$ cat config.mk
export PLATFORM = sky130hd
export DESIGN_NAME = follow_velocity_pi_loop
export DESIGN_NICKNAME = d
export VERILOG_FILES = /design/src/hdl/fvpl_pkg.sv /design/src/hdl/follow_velocity_pi_loop.sv /design/src/hdl/fvpl_prep.sv /design/src/hdl/fvpl_state.sv /design/src/hdl/fvpl_gain.sv
export SDC_FILE = /design/constraint.sdc
export NUM_CORES = 2
export LEC_CHECK = 0
export BUFFER_PORTS_ARGS = -buffer_cell sky130_fd_sc_hd__buf_2
export CAP_MARGIN = 20
export CORE_MARGIN = 3
export CORE_UTILIZATION = 25
export DETAILED_ROUTE_END_ITERATION = 16
export GPL_ROUTABILITY_DRIVEN = 0
export GPL_TIMING_DRIVEN = 0
export HOLD_SLACK_MARGIN = 0.15
export PLACE_DENSITY = 0.44
export RECOVER_POWER = 100
export SYNTH_ARGS = -nofsm -noshare
export SYNTH_HDL_FRONTEND = slang
export SYNTH_HIERARCHICAL = 1
export SYNTH_SLANG_ARGS = --single-unit
$ cat constraint.sdc
create_clock -name aclk -period 13.6 [get_ports aclk]
set_input_delay 2.72 -clock aclk [delete_from_list [all_inputs] [get_ports aclk]]
set_output_delay 2.72 -clock aclk [all_outputs]
set_load 0.01 [all_outputs]
$ cat src/hdl/fvpl_pkg.sv
package fvpl_pkg;

    localparam int MODE_W     = 2;
    localparam int DIST_W     = 13;
    localparam int STEP_W     = 10;
    localparam int ILIM_W     = 15;
    localparam int TLIM_W     = 8;
    localparam int GAIN_W     = 8;
    localparam int TILT_W     = 9;

    localparam int FILT_W     = 22;
    localparam int INTEG_W    = 24;
    localparam int SETP_W     = 20;
    localparam int DRIVE_W    = 22;

    localparam int FILT_MAX   = (1 << (FILT_W - 1)) - 1;
    localparam int INTEG_MAX  = (1 << (INTEG_W - 1)) - 1;
    localparam int SETP_MAX   = (1 << (SETP_W - 1)) - 1;
    localparam int DRIVE_MAX  = (1 << (DRIVE_W - 1)) - 1;

    localparam int CFG_IDX_W  = 3;
    localparam int CFG_DATA_W = 15;

    localparam logic [CFG_IDX_W-1:0] REG_OP_MODE     = 3'd0;
    localparam logic [CFG_IDX_W-1:0] REG_TARGET_DIST = 3'd1;
    localparam logic [CFG_IDX_W-1:0] REG_FAR_LIMIT   = 3'd2;
    localparam logic [CFG_IDX_W-1:0] REG_REMOTE_STEP = 3'd3;
    localparam logic [CFG_IDX_W-1:0] REG_INTEG_LIMIT = 3'd4;
    localparam logic [CFG_IDX_W-1:0] REG_TILT_LIMIT  = 3'd5;
    localparam logic [CFG_IDX_W-1:0] REG_GAIN_P      = 3'd6;
    localparam logic [CFG_IDX_W-1:0] REG_GAIN_I      = 3'd7;

    localparam logic [MODE_W-1:0] MODE_FOLLOW = 2'd1;
    localparam logic [MODE_W-1:0] MODE_REMOTE = 2'd2;

    // Filter: 205*f + 51*x is computed as 256*f + 51*(x - f).
    localparam int NEW_COEF   = 51;
    localparam int FILT_SHIFT = 8;
    localparam int FILT_ROUND = 128;

    // Division of the distance error by ten through a reciprocal.
    localparam int EMAG_W      = DIST_W + 1;
    localparam int QUOT_W      = 11;
    localparam int RECIP_W     = 16;
    localparam int RECIP_SHIFT = 19;
    localparam logic [RECIP_W-1:0] RECIP = 16'hCCCD;

    localparam int NSTAGE  = 7;
    localparam int ST_IN   = 0;
    localparam int ST_PRE  = 1;
    localparam int ST_DIV  = 2;
    localparam int ST_FILT = 3;
    localparam int ST_INT  = 4;
    localparam int ST_PROD = 5;
    localparam int ST_OUT  = 6;

    typedef struct packed {
        logic [MODE_W-1:0] op_mode;
        logic [DIST_W-1:0] target_distance_mm;
        logic [DIST_W-1:0] far_limit_mm;
        logic [STEP_W-1:0] remote_step;
        logic [ILIM_W-1:0] integral_limit;
        logic [TLIM_W-1:0] tilt_limit_deg;
        logic [GAIN_W-1:0] gain_p;
        logic [GAIN_W-1:0] gain_i_q8;
    } cfg_t;

    typedef struct packed {
        logic same_sign;
        logic far;
        logic neg;
        logic tilt_over;
    } sp_flags_t;

    typedef struct packed {
        logic [NSTAGE-1:0] ld;
        logic [NSTAGE-1:0] vld;
    } pipe_ctl_t;

endpackage

$ cat src/hdl/follow_velocity_pi_loop.sv
// An accepted beat passes the input, prep, divide, filter, integrator and product registers
// to the output on m_drive. Throughput: one beat per cycle while the output is not stalled.
// A stalled result holds the output register while free pipeline stages keep accepting.
// Reset clears the filtered speed, integral and setpoint to zero, empties the pipeline
// and loads the configuration registers with their default values.
module follow_velocity_pi_loop #(
    parameter int FRAC_BITS  = 8,
    parameter int COUNT_BITS = 12
) (
    input  logic                                   aclk,
    input  logic                                   aresetn,
    input  logic                                   cfg_wr_en,
    input  logic [fvpl_pkg::CFG_IDX_W-1:0]         cfg_index,
    input  logic [fvpl_pkg::CFG_DATA_W-1:0]        cfg_wdata,
    input  logic                                   s_valid,
    output logic                                   s_ready,
    input  logic signed [COUNT_BITS-1:0]           s_left_count,
    input  logic signed [COUNT_BITS-1:0]           s_right_count,
    input  logic [fvpl_pkg::DIST_W-1:0]            s_dist_left_mm,
    input  logic [fvpl_pkg::DIST_W-1:0]            s_dist_right_mm,
    input  logic signed [fvpl_pkg::TILT_W-1:0]     s_tilt_deg,
    input  logic                                   s_go_forward,
    input  logic                                   s_go_back,
    output logic                                   m_valid,
    input  logic                                   m_ready,
    output logic signed [fvpl_pkg::DRIVE_W-1:0]    m_drive
);
    import fvpl_pkg::*;

    localparam cfg_t CFG_RESET = '{
        op_mode:            MODE_FOLLOW,
        target_distance_mm: 13'd600,
        far_limit_mm:       13'd2000,
        remote_step:        10'd60,
        integral_limit:     15'd10000,
        tilt_limit_deg:     8'd50,
        gain_p:             8'd80,
        gain_i_q8:          8'd102
    };

    cfg_t                         cfg_reg;
    cfg_t                         cfg_next;
    logic [NSTAGE-1:0]            vld_reg;
    logic [NSTAGE-1:0]            vld_next;
    logic [NSTAGE-1:0]            ld;
    pipe_ctl_t                    ctl;

    logic signed [COUNT_BITS-1:0] cl_reg;
    logic signed [COUNT_BITS-1:0] cr_reg;
    logic [DIST_W-1:0]            dl_reg;
    logic [DIST_W-1:0]            dr_reg;
    logic signed [TILT_W-1:0]     tilt_reg;
    logic                         fwd_reg;
    logic                         back_reg;

    logic [QUOT_W-1:0]            quot;
    logic [EMAG_W-1:0]            emag;
    sp_flags_t                    flags;
    logic signed [SETP_W-1:0]     remote_sp;
    logic signed [COUNT_BITS:0]   count_sum;
    logic signed [FILT_W-1:0]     filt;
    logic signed [INTEG_W-1:0]    integ;

    always_comb begin
        cfg_next = cfg_reg;
        if (cfg_wr_en) begin
            case (cfg_index)
                REG_OP_MODE:     cfg_next.op_mode            = cfg_wdata[MODE_W-1:0];
                REG_TARGET_DIST: cfg_next.target_distance_mm = cfg_wdata[DIST_W-1:0];
                REG_FAR_LIMIT:   cfg_next.far_limit_mm       = cfg_wdata[DIST_W-1:0];
                REG_REMOTE_STEP: cfg_next.remote_step        = cfg_wdata[STEP_W-1:0];
                REG_INTEG_LIMIT: cfg_next.integral_limit     = cfg_wdata[ILIM_W-1:0];
                REG_TILT_LIMIT:  cfg_next.tilt_limit_deg     = cfg_wdata[TLIM_W-1:0];
                REG_GAIN_P:      cfg_next.gain_p             = cfg_wdata[GAIN_W-1:0];
                REG_GAIN_I:      cfg_next.gain_i_q8          = cfg_wdata[GAIN_W-1:0];
                default:         cfg_next = cfg_reg;
            endcase
        end
    end

    always_ff @(posedge aclk) begin
        if (!aresetn) begin
            cfg_reg <= CFG_RESET;
        end else begin
            cfg_reg <= cfg_next;
        end
    end

    // A stage loads when it is empty or when its beat moves on.
    always_comb begin
        ld[ST_OUT] = !vld_reg[ST_OUT] || m_ready;
        for (int k = NSTAGE - 2; k >= 0; k--) begin
            ld[k] = !vld_reg[k] || ld[k+1];
        end
        vld_next[ST_IN] = ld[ST_IN] ? s_valid : vld_reg[ST_IN];
        for (int k = 1; k < NSTAGE; k++) begin
            vld_next[k] = ld[k] ? vld_reg[k-1] : vld_reg[k];
        end
    end

    always_ff @(posedge aclk) begin
        if (!aresetn) begin
            vld_reg <= '0;
        end else begin
            vld_reg <= vld_next;
        end
    end

    assign ctl.ld  = ld;
    assign ctl.vld = vld_reg;
    assign s_ready = ld[ST_IN];
    assign m_valid = vld_reg[ST_OUT];

    always_ff @(posedge aclk) begin
        if (ld[ST_IN]) begin
            cl_reg   <= s_left_count;
            cr_reg   <= s_right_count;
            dl_reg   <= s_dist_left_mm;
            dr_reg   <= s_dist_right_mm;
            tilt_reg <= s_tilt_deg;
            fwd_reg  <= s_go_forward;
            back_reg <= s_go_back;
        end
    end

    fvpl_prep #(
        .FRAC_BITS  (FRAC_BITS),
        .COUNT_BITS (COUNT_BITS)
    ) u_prep (
        .aclk          (aclk),
        .ctl           (ctl),
        .cfg           (cfg_reg),
        .left_count    (cl_reg),
        .right_count   (cr_reg),
        .dist_left_mm  (dl_reg),
        .dist_right_mm (dr_reg),
        .tilt_deg      (tilt_reg),
        .go_forward    (fwd_reg),
        .go_back       (back_reg),
        .quot          (quot),
        .emag          (emag),
        .flags         (flags),
        .remote_sp     (remote_sp),
        .count_sum     (count_sum)
    );

    fvpl_state #(
        .FRAC_BITS  (FRAC_BITS),
        .COUNT_BITS (COUNT_BITS)
    ) u_state (
        .aclk      (aclk),
        .aresetn   (aresetn),
        .ctl       (ctl),
        .cfg       (cfg_reg),
        .quot      (quot),
        .emag      (emag),
        .flags     (flags),
        .remote_sp (remote_sp),
        .count_sum (count_sum),
        .filt      (filt),
        .integ     (integ)
    );

    fvpl_gain #(
        .FRAC_BITS (FRAC_BITS)
    ) u_gain (
        .aclk  (aclk),
        .ctl   (ctl),
        .cfg   (cfg_reg),
        .filt  (filt),
        .integ (integ),
        .drive (m_drive)
    );

    a_idle_ready: assert property (@(posedge aclk) disable iff (!aresetn)
        !m_valid |-> s_ready)
        else $error("Input stalled while the output register is empty.");

    a_accept_loads: assert property (@(posedge aclk) disable iff (!aresetn)
        s_valid && s_ready |=> vld_reg[ST_IN])
        else $error("Accepted beat not held in the input register.");

endmodule

$ cat src/hdl/fvpl_prep.sv
module fvpl_prep #(
    parameter int FRAC_BITS  = 8,
    parameter int COUNT_BITS = 12
) (
    input  logic                                   aclk,
    input  fvpl_pkg::pipe_ctl_t                    ctl,
    input  fvpl_pkg::cfg_t                         cfg,
    input  logic signed [COUNT_BITS-1:0]           left_count,
    input  logic signed [COUNT_BITS-1:0]           right_count,
    input  logic [fvpl_pkg::DIST_W-1:0]            dist_left_mm,
    input  logic [fvpl_pkg::DIST_W-1:0]            dist_right_mm,
    input  logic signed [fvpl_pkg::TILT_W-1:0]     tilt_deg,
    input  logic                                   go_forward,
    input  logic                                   go_back,
    output logic [fvpl_pkg::QUOT_W-1:0]            quot,
    output logic [fvpl_pkg::EMAG_W-1:0]            emag,
    output fvpl_pkg::sp_flags_t                    flags,
    output logic signed [fvpl_pkg::SETP_W-1:0]     remote_sp,
    output logic signed [COUNT_BITS:0]             count_sum
);
    import fvpl_pkg::*;

    localparam int RS_W = STEP_W + FRAC_BITS;

    logic signed [DIST_W:0]   err_l;
    logic signed [DIST_W:0]   err_r;
    logic [DIST_W+1:0]        err_sum;
    logic [DIST_W+1:0]        err_abs;
    logic [TILT_W-1:0]        tilt_abs;
    logic [RS_W-1:0]          step_sh;
    logic signed [31:0]       step_s;
    logic signed [31:0]       remote_val;
    logic signed [COUNT_BITS:0] sum_now;
    sp_flags_t                flags_now;

    logic [EMAG_W-1:0]           emag1_reg;
    sp_flags_t                   flags1_reg;
    logic signed [SETP_W-1:0]    remote1_reg;
    logic signed [COUNT_BITS:0]  sum1_reg;

    logic [EMAG_W+RECIP_W-1:0]   prod;
    logic [QUOT_W-1:0]           quot2_reg;
    logic [EMAG_W-1:0]           emag2_reg;
    sp_flags_t                   flags2_reg;
    logic signed [SETP_W-1:0]    remote2_reg;
    logic signed [COUNT_BITS:0]  sum2_reg;

    always_comb begin
        err_l   = $signed({1'b0, dist_left_mm}) - $signed({1'b0, cfg.target_distance_mm});
        err_r   = $signed({1'b0, dist_right_mm}) - $signed({1'b0, cfg.target_distance_mm});
        err_sum = {err_l[DIST_W], err_l} + {err_r[DIST_W], err_r};
        err_abs = err_sum[DIST_W+1] ? (~err_sum + 1'b1) : err_sum;

        flags_now.same_sign = (!err_l[DIST_W] && (err_l != '0) &&
                               !err_r[DIST_W] && (err_r != '0)) ||
                              (err_l[DIST_W] && err_r[DIST_W]);
        flags_now.far = (dist_left_mm > cfg.far_limit_mm) ||
                        (dist_right_mm > cfg.far_limit_mm);
        flags_now.neg = err_sum[DIST_W+1];

        tilt_abs = tilt_deg[TILT_W-1] ? (~tilt_deg + 1'b1) : tilt_deg;
        flags_now.tilt_over = tilt_abs > {1'b0, cfg.tilt_limit_deg};

        step_sh = {cfg.remote_step, {FRAC_BITS{1'b0}}};
        step_s  = $signed(32'(step_sh));
        if (go_forward) begin
            remote_val = (step_s > SETP_MAX) ? SETP_MAX : step_s;
        end else if (go_back) begin
            remote_val = (step_s > SETP_MAX + 1) ? -(SETP_MAX + 1) : -step_s;
        end else begin
            remote_val = '0;
        end

        sum_now = (COUNT_BITS+1)'(left_count) + (COUNT_BITS+1)'(right_count);
    end

    always_ff @(posedge aclk) begin
        if (ctl.ld[ST_PRE]) begin
            emag1_reg   <= err_abs[EMAG_W-1:0];
            flags1_reg  <= flags_now;
            remote1_reg <= SETP_W'(remote_val);
            sum1_reg    <= sum_now;
        end
    end

    assign prod = emag1_reg * RECIP;

    always_ff @(posedge aclk) begin
        if (ctl.ld[ST_DIV]) begin
            quot2_reg   <= prod[RECIP_SHIFT +: QUOT_W];
            emag2_reg   <= emag1_reg;
            flags2_reg  <= flags1_reg;
            remote2_reg <= remote1_reg;
            sum2_reg    <= sum1_reg;
        end
    end

    assign quot      = quot2_reg;
    assign emag      = emag2_reg;
    assign flags     = flags2_reg;
    assign remote_sp = remote2_reg;
    assign count_sum = sum2_reg;

endmodule

$ cat src/hdl/fvpl_state.sv
module fvpl_state #(
    parameter int FRAC_BITS  = 8,
    parameter int COUNT_BITS = 12
) (
    input  logic                                   aclk,
    input  logic                                   aresetn,
    input  fvpl_pkg::pipe_ctl_t                    ctl,
    input  fvpl_pkg::cfg_t                         cfg,
    input  logic [fvpl_pkg::QUOT_W-1:0]            quot,
    input  logic [fvpl_pkg::EMAG_W-1:0]            emag,
    input  fvpl_pkg::sp_flags_t                    flags,
    input  logic signed [fvpl_pkg::SETP_W-1:0]     remote_sp,
    input  logic signed [COUNT_BITS:0]             count_sum,
    output logic signed [fvpl_pkg::FILT_W-1:0]     filt,
    output logic signed [fvpl_pkg::INTEG_W-1:0]    integ
);
    import fvpl_pkg::*;

    localparam int SH_W  = COUNT_BITS + 1 + FRAC_BITS;
    localparam int DIF_W = ((SH_W > FILT_W) ? SH_W : FILT_W) + 1;
    localparam int ACC_W = ((DIF_W + 6 > FILT_W + FILT_SHIFT) ?
                            DIF_W + 6 : FILT_W + FILT_SHIFT) + 2;
    localparam int IA_W  = ((INTEG_W + 2 > ILIM_W + FRAC_BITS + 1) ?
                            INTEG_W + 2 : ILIM_W + FRAC_BITS + 1) + 1;

    logic [EMAG_W-1:0]           rem_full;
    logic [3:0]                  rem_dig;
    logic [FRAC_BITS-1:0]        frac;
    logic [QUOT_W+FRAC_BITS-1:0] fmag;
    logic signed [31:0]          fmag_s;
    logic signed [31:0]          follow_val;

    logic signed [SH_W-1:0]      sum_sh;
    logic signed [DIF_W-1:0]     dif;
    logic signed [ACC_W-1:0]     acc;
    logic signed [ACC_W-1:0]     acc_sh;
    logic signed [FILT_W-1:0]    filt_sat;

    logic signed [IA_W-1:0]      lim_s;
    logic signed [IA_W-1:0]      int_sum;
    logic signed [IA_W-1:0]      int_clamp;
    logic signed [INTEG_W-1:0]   int_sat;
    logic signed [INTEG_W-1:0]   integ_prev;
    logic                        upd_sp;

    logic signed [SETP_W-1:0]    setpoint_reg;
    logic signed [SETP_W-1:0]    setpoint_next;
    logic signed [FILT_W-1:0]    filtered_reg;
    logic signed [FILT_W-1:0]    filtered_next;
    logic                        tover3_reg;

    logic signed [FILT_W-1:0]    filt4_reg;
    logic signed [INTEG_W-1:0]   integ4_reg;
    logic                        tover4_reg;

    always_comb begin
        rem_full = emag - ((EMAG_W'(quot) << 3) + (EMAG_W'(quot) << 1));
        rem_dig  = rem_full[3:0];
        case (rem_dig)
            4'd0:    frac = '0;
            4'd1:    frac = FRAC_BITS'((64'd1 << FRAC_BITS) / 10);
            4'd2:    frac = FRAC_BITS'((64'd2 << FRAC_BITS) / 10);
            4'd3:    frac = FRAC_BITS'((64'd3 << FRAC_BITS) / 10);
            4'd4:    frac = FRAC_BITS'((64'd4 << FRAC_BITS) / 10);
            4'd5:    frac = FRAC_BITS'((64'd5 << FRAC_BITS) / 10);
            4'd6:    frac = FRAC_BITS'((64'd6 << FRAC_BITS) / 10);
            4'd7:    frac = FRAC_BITS'((64'd7 << FRAC_BITS) / 10);
            4'd8:    frac = FRAC_BITS'((64'd8 << FRAC_BITS) / 10);
            4'd9:    frac = FRAC_BITS'((64'd9 << FRAC_BITS) / 10);
            default: frac = '0;
        endcase
        fmag   = {quot, frac};
        fmag_s = $signed(32'(fmag));
        if (flags.neg) begin
            follow_val = (fmag_s > SETP_MAX + 1) ? -(SETP_MAX + 1) : -fmag_s;
        end else begin
            follow_val = (fmag_s > SETP_MAX) ? SETP_MAX : fmag_s;
        end
    end

    assign upd_sp = ctl.ld[ST_FILT] && ctl.vld[ST_DIV];

    always_comb begin
        setpoint_next = setpoint_reg;
        if (upd_sp) begin
            case (cfg.op_mode)
                MODE_FOLLOW: begin
                    if (flags.far) begin
                        setpoint_next = '0;
                    end else if (flags.same_sign) begin
                        setpoint_next = SETP_W'(follow_val);
                    end
                end
                MODE_REMOTE: setpoint_next = remote_sp;
                default:     setpoint_next = setpoint_reg;
            endcase
        end
    end

    always_comb begin
        sum_sh = {count_sum, {FRAC_BITS{1'b0}}};
        dif    = DIF_W'(sum_sh) - DIF_W'(filtered_reg);
        acc    = (ACC_W'(filtered_reg) <<< FILT_SHIFT) + ACC_W'(dif) * ACC_W'(NEW_COEF)
                 + ACC_W'(FILT_ROUND);
        acc_sh = acc >>> FILT_SHIFT;
        if (acc_sh > ACC_W'(FILT_MAX)) begin
            filt_sat = FILT_W'(FILT_MAX);
        end else if (acc_sh < ACC_W'(-FILT_MAX - 1)) begin
            filt_sat = FILT_W'(-FILT_MAX - 1);
        end else begin
            filt_sat = FILT_W'(acc_sh);
        end
        filtered_next = upd_sp ? filt_sat : filtered_reg;
    end

    always_ff @(posedge aclk) begin
        if (!aresetn) begin
            setpoint_reg <= '0;
            filtered_reg <= '0;
        end else begin
            setpoint_reg <= setpoint_next;
            filtered_reg <= filtered_next;
        end
    end

    always_ff @(posedge aclk) begin
        if (ctl.ld[ST_FILT]) begin
            tover3_reg <= flags.tilt_over;
        end
    end

    always_comb begin
        integ_prev = tover4_reg ? '0 : integ4_reg;
        lim_s = $signed({{(IA_W-ILIM_W-FRAC_BITS){1'b0}}, cfg.integral_limit,
                         {FRAC_BITS{1'b0}}});
        int_sum = IA_W'(integ_prev) + IA_W'(filtered_reg) - IA_W'(setpoint_reg);
        if (int_sum > lim_s) begin
            int_clamp = lim_s;
        end else if (int_sum < -lim_s) begin
            int_clamp = -lim_s;
        end else begin
            int_clamp = int_sum;
        end
        if (int_clamp > IA_W'(INTEG_MAX)) begin
            int_sat = INTEG_W'(INTEG_MAX);
        end else if (int_clamp < IA_W'(-INTEG_MAX - 1)) begin
            int_sat = INTEG_W'(-INTEG_MAX - 1);
        end else begin
            int_sat = INTEG_W'(int_clamp);
        end
    end

    always_ff @(posedge aclk) begin
        if (!aresetn) begin
            integ4_reg <= '0;
            tover4_reg <= 1'b0;
        end else if (ctl.ld[ST_INT] && ctl.vld[ST_FILT]) begin
            integ4_reg <= int_sat;
            tover4_reg <= tover3_reg;
        end
    end

    always_ff @(posedge aclk) begin
        if (ctl.ld[ST_INT]) begin
            filt4_reg <= filtered_reg;
        end
    end

    assign filt  = filt4_reg;
    assign integ = integ4_reg;

    a_far_zero: assert property (@(posedge aclk) disable iff (!aresetn)
        upd_sp && (cfg.op_mode == MODE_FOLLOW) && flags.far |=> setpoint_reg == '0)
        else $error("Follow setpoint not zeroed beyond the far limit.");

    a_integ_clamped: assert property (@(posedge aclk) disable iff (!aresetn)
        ctl.vld[ST_INT] |-> (IA_W'(integ4_reg) <= lim_s) && (IA_W'(integ4_reg) >= -lim_s))
        else $error("Integral outside the configured clamp.");

endmodule

$ cat src/hdl/fvpl_gain.sv
module fvpl_gain #(
    parameter int FRAC_BITS = 8
) (
    input  logic                                   aclk,
    input  fvpl_pkg::pipe_ctl_t                    ctl,
    input  fvpl_pkg::cfg_t                         cfg,
    input  logic signed [fvpl_pkg::FILT_W-1:0]     filt,
    input  logic signed [fvpl_pkg::INTEG_W-1:0]    integ,
    output logic signed [fvpl_pkg::DRIVE_W-1:0]    drive
);
    import fvpl_pkg::*;

    localparam int PP_W  = GAIN_W + 1 + FILT_W;
    localparam int IP_W  = GAIN_W + 1 + INTEG_W;
    localparam int NUM_W = PP_W + 9;
    localparam int DSH   = FRAC_BITS + 8;

    logic signed [PP_W-1:0]    pp_now;
    logic signed [IP_W-1:0]    ip_now;
    logic signed [PP_W-1:0]    pp_reg;
    logic signed [IP_W-1:0]    ip_reg;
    logic signed [NUM_W-1:0]   num;
    logic signed [NUM_W-1:0]   bias;
    logic signed [NUM_W-1:0]   quo;
    logic signed [DRIVE_W-1:0] drive_next;
    logic signed [DRIVE_W-1:0] drive_reg;

    assign pp_now = $signed({1'b0, cfg.gain_p}) * filt;
    assign ip_now = $signed({1'b0, cfg.gain_i_q8}) * integ;

    always_ff @(posedge aclk) begin
        if (ctl.ld[ST_PROD]) begin
            pp_reg <= pp_now;
            ip_reg <= ip_now;
        end
    end

    // Division by a power of two, rounded toward zero.
    always_comb begin
        num  = (NUM_W'(pp_reg) <<< 8) + NUM_W'(ip_reg);
        bias = num[NUM_W-1] ? $signed({{(NUM_W-DSH){1'b0}}, {DSH{1'b1}}}) : '0;
        quo  = (num + bias) >>> DSH;
        if (quo > NUM_W'(DRIVE_MAX)) begin
            drive_next = DRIVE_W'(DRIVE_MAX);
        end else if (quo < NUM_W'(-DRIVE_MAX - 1)) begin
            drive_next = DRIVE_W'(-DRIVE_MAX - 1);
        end else begin
            drive_next = DRIVE_W'(quo);
        end
    end

    always_ff @(posedge aclk) begin
        if (ctl.ld[ST_OUT]) begin
            drive_reg <= drive_next;
        end
    end

    assign drive = drive_reg;

endmodule

==> Word level (Yosys, flattened, before mapping) <==
Memory sizes are Yosys's and may differ from the RTL's.
Index checks and enable logic that the tools add are counted.
{ "op_classes": {"add_sub_neg": 18, "multipliers": 4, "order_cmp": 11, "n_eq_ne": 10, "muxes": 17, "n_bitwise": 3, "reduce_logical": 38} }
{ "ops": {"columns": ["cell", "count"], "rows": [
  ["$mux 24", 3],
  ["$mux 22", 3],
  ["$mux 20", 3],
  ["$mux 27", 2],
  ["$gt 24x22->1 const B", 2],
  ["$lt 24x22->1 const B", 2],
  ["$add 39x33->40", 1],
  ["$add 40x17->40", 1],
  ["$pmux 20 s2", 1],
  ["$mux 18", 2],
  ["$mul 9x24->33", 1],
  ["$add 32x9->32 const B", 1],
  ["$add 30x30->31", 1],
  ["$mul 9x22->31", 1],
  ["$mul 14x16->30 const B", 1],
  ["$mul 23x7->30 const B", 1],
  ["$reduce_bool 14->1", 2],
  ["$sub 13x13->14", 2],
  ["$gt 27x24->1", 1],
  ["$gt 27x24->1 const B", 1],
  ["$lt 27x24->1 const B", 1],
  ["$lt 27x27->1", 1],
  ["$neg 23->27", 1],
  ["$gt 13x13->1", 2],
  ["32 further kinds", 64]
]} }
{ "totals": {"regBits": 424, "mem_bits_ro": 128, "out_inout_bits": 24, "word_cells": 149, "mem_count": 1} }
{ "memory_table": {"columns": ["memory", "words", "width", "read_ports", "rd_clocked_by_memory_dff", "wr", "line_no", "source"], "rows": [
  ["(no name shown)", 16, 8, 1, 0, 0, "fvpl_state.sv:59", "case (rem_dig)"]
]} }

==> Depth between registers and ports, before layout <==
{ "logic_depth": {"depth_word": 9, "mapped_depth": 28} }

==> Cells and area by module <==
Netlist, hierarchy kept.
{ "by_module_without_submodules": {"columns": ["mod", "n_inst", "cells_per_inst", "area_each_um2", "seq_area_each_um2"], "rows": [
  ["fvpl_gain", 1, 1983, 18280.0, 2582.5],
  ["fvpl_state", 1, 1421, 12263.0, 2031.9],
  ["fvpl_prep", 1, 935, 9769.4, 2912.8],
  ["follow_velocity_pi_loop", 1, 437, 5008.6, 3513.4]
]} }

==> Worst setup path after synthesis <==
No wires, ideal clock.
{ "synth_path": {"path_kind": "register to register", "startpoint": "register u_state.filtered_reg[0]", "endpoint": "register u_state.filtered_reg[6]", "setup_ns": 0.119, "arrival_time_ns": 6.771, "slack_ns": 6.711, "stages_incl_launch_ff": 26, "path_buffers": 2, "path_cell_list": "dfxtp_1 clkbuf_1 inv_1 ha_1 nor2b_1 a31oi_1 a21oi_1 a41oi_1 nand2_1 a211o_1 o21ai_1 inv_1 fa_1 fa_1 fa_1 inv_1 ha_1 and2_1 nand3_1 or3_1 o211a_1 or3_1 a311oi_2 buf_2 nor3_1 o221a_2"} }
{ "synth_via": {"elab_chain_len": 7, "elab_cells_between_ends": 8, "classes_between": "add/sub: 3; mul: 1; order compare: 2; mux: 2"} }
{ "synth_lines": {"columns": ["item", "line_no", "source"], "rows": [
  ["start, declared", "fvpl_state.sv:48", "logic signed [FILT_W-1:0] filtered_reg;"],
  ["start signal, assigned", "fvpl_state.sv:122", "filtered_reg <= filtered_next;"],
  ["$sub 21x22->23", "fvpl_state.sv:102", "dif = DIF_W'(sum_sh) - DIF_W'(filtered_reg);"],
  ["$mul 23x7->30", "fvpl_state.sv:103", "acc = (ACC_W'(filtered_reg) <<< FILT_SHIFT) + ACC_W'(dif) * ACC_W'(NEW_COEF)"],
  ["$add 30x30->31 *", "fvpl_state.sv:103", null],
  ["$add 32x9->32 *", "fvpl_state.sv:104", "+ ACC_W'(FILT_ROUND);"],
  ["$lt 24x22->1", "fvpl_state.sv:108", "end else if (acc_sh < ACC_W'(-FILT_MAX - 1)) begin"],
  ["$mux 22", "fvpl_state.sv:108", null],
  ["$mux 22 *", "fvpl_state.sv:106", "if (acc_sh > ACC_W'(FILT_MAX)) begin"]
]} }
Mark *: on every way between the ends. The rest lies on a longest branch, timed or not.
A chain may end at the register's enable or synchronous reset.

==> key figures <==
CTS
  • Setup bufs post-CTS: 0
  • CTS buffer count: 50
  • Clock Latency Late Sink: between 600 and 700 ps
  • Cts hold-fix bufs: 0
  • Clk buf depth: 3
  • CTS tree: built
  • Post-CTS sizing: 0
  • Num Clock Sinks: roughly 410
  • CTS root buf: clkbuf_16
  • Register clock-pin slew on the reported worst setup and hold paths: around 60 ps
  • H-tree depth: 2

Worst setup path
  • RR Endpoint: u_state/filtered_reg[6]
  • CP max stage delay: roughly 2400 ps
  • Crit-path max FO: 63
  • Req. time, crit path: about 11000 ps
  • Crit start category: input pin
  • Worst Reg-to-Reg Cells: 25
  • Largest delay contributor family on the critical path: simple AND/OR/NAND/NOR gates
  • Worst-path cell chain: buf_2 -> and2b_1 -> inv_1 -> or4_1 -> clkbuf_1
  • Crit path DAT: 6530 ps
  • Worst R2R Setup Slack: between 4000 and 5000 ps
  • CP max stage cell: or4_1
  • Critical Path Sink Type: primary output
  • R2R Path Start: u_state/filtered_reg[0]
  • Critical Setup Path Class: in2out
  • Crit path buffers/inverters: 3

Layout
  • Layout cell share with drive strength beyond 1: 0.0589
  • Area grow syn2layout: 11.3%
  • Nets: 5973
  • Post-route cell area: between 50000 and 60000 um^2
  • Number of flip-flops under the largest register name: 77
  • Final core utilization: 0.280

Timing
  • Slew headroom: -1.44
  • Clk_skew: 99.2 ps
  • Setup violators final: 0
  • Hold slack: 410 ps
  • RSZ-0062 raised after global routing: false
  • Fin Setup TNS: 0 ps
  • Worst-Margin Slew: 3670 ps
  • Fin crit share: 0.680
  • Slew Viols, Final: about 170
  • Fmax: between 100 and 150 MHz
  • Min cycle time layout: slightly above 9000 ps
  • Final Hold Vio Count: 0

Die
  • Initial Utilization: 0.252
  • Die area: 185000 um^2
  • I/O Pins: roughly 110
  • DIE HEIGHT: about 430 um
  • Die Span X: between 400 and 500 um
  • Core Region: around 180000 um^2
  • Std-Cell Rows: ~160

Run status
  • Failing checks: max-capacitance violations, max-slew violations
  • Status: complete, but fails checks

Logic synthesis
  • Post-Syn Area per Cell: 9.45 um^2
  • Synth warn: 6
  • Mapped cell area: between 40000 and 50000 um^2
  • Post-Synthesis Cells: around 4800

Route
  • Vias: 33400
  • Final WL: ~120000 um
  • Initial DRC count: between 1500 and 2000
  • DR vias/cell: around 4.5
  • DRC viols: 0
  • Wirelength per Cell: between 15 and 20 um
  • Final ANT Viol Nets: 0
  • 1st-pass router iterations: 5

Global routing
  • GRT Total Usage: 0.135
  • Global-route wire length before repair: 198000 um
  • Vias in the first global route: around 35000
  • Global route total overflow: 0
  • Initial antenna violation count: 11
  • Largest net degree at the start of global routing: 65

Flow run
  • Max-Cap Viols: 4

Placed design
  • Detailed placement HPWL: approximately 100000 um
  • Placed cell area: 48600 um^2
  • Port buffer count: around 100

Min path
  • WHS Endpoint: u_state/tover3_reg
  • Hold Crit Depth: 0
  • Hold path start: u_prep/flags[0]
  • HP Class: reg2reg
[routing by layer]
layer  GRT usage  vias up  share of wire
li1            -    16500              -
met1       0.176    16200           0.46
met2       0.231      541           0.47
met3      0.0222      143          0.042
met4      0.0369        6          0.028
met5           0        -        0.00027
[worst register-to-register path, cell delays in order, from the launching register on]
cell,delay [ps]
dfxtp_1,380
clkbuf_1,250
nor3_1,810
nand3_1,410
or3_1,510
a31oi_1,390
and2_0,280
nand2b_1,130
a31oi_1,130
xnor2_1,490
ha_1,330
ha_1,320
xor2_1,190
fa_1,560
inv_1,50
fa_1,530
inv_1,40
ha_1,380
nand3_1,140
or3_1,340
o211a_1,240
or3_1,360
a311oi_1,460
clkbuf_1,490
nor3_1,130
o221a_2,240
[area by class of cell]
type	instances	area (um^2)
diodes	5	12.5
plain buffers	126	567
clock buffers	75	1440
clock inverters	18	224
fillers	19100	129000
inverters	766	2880
multi-input cells	3473	30800
flip-flops and latches	408	10700
well taps	2355	2950
repair buffers	110	509
[worst max path at each step]
stage | cells past startpoint | from | end | slack [ps]
2_1_floorplan | 25 | u_state/filtered_reg[0] | u_state/filtered_reg[6] | 6710
3_3_place_gp | 25 | u_state/filtered_reg[0] | u_state/filtered_reg[6] | 5170
3_5_place_dp | 25 | u_state/filtered_reg[0] | u_state/filtered_reg[6] | 5180
4_1_cts | 26 | u_state/filtered_reg[0] | u_state/filtered_reg[11] | 5160
5_1_grt | 5 | m_ready | s_ready | 3890
6_report | 5 | m_ready | s_ready | 4350
[layout by cell type, fill, tap and decap left out, drive strengths merged, types with 77 or more instances in the layout]
cell      n
xnor2   185
and2    264
xor2     77
inv     771
edfxtp  257
nor2    196
a21oi   192
ha      526
dfxtp   151
o21ai   145
clkbuf  210
nand2   462
fa      428
nand3    97
buf     101
[metrics by stage]
stage               instances  setup WS [ps]
global route             7333           3890
floorplan                4773           6710
global placement         7232           5170
CTS                      7330           5160
detailed placement       7237           5180
finish                   7336           4350
Power is not shown: default switching activity piles up to over one toggle a cycle in this logic, so the estimate is an artifact.
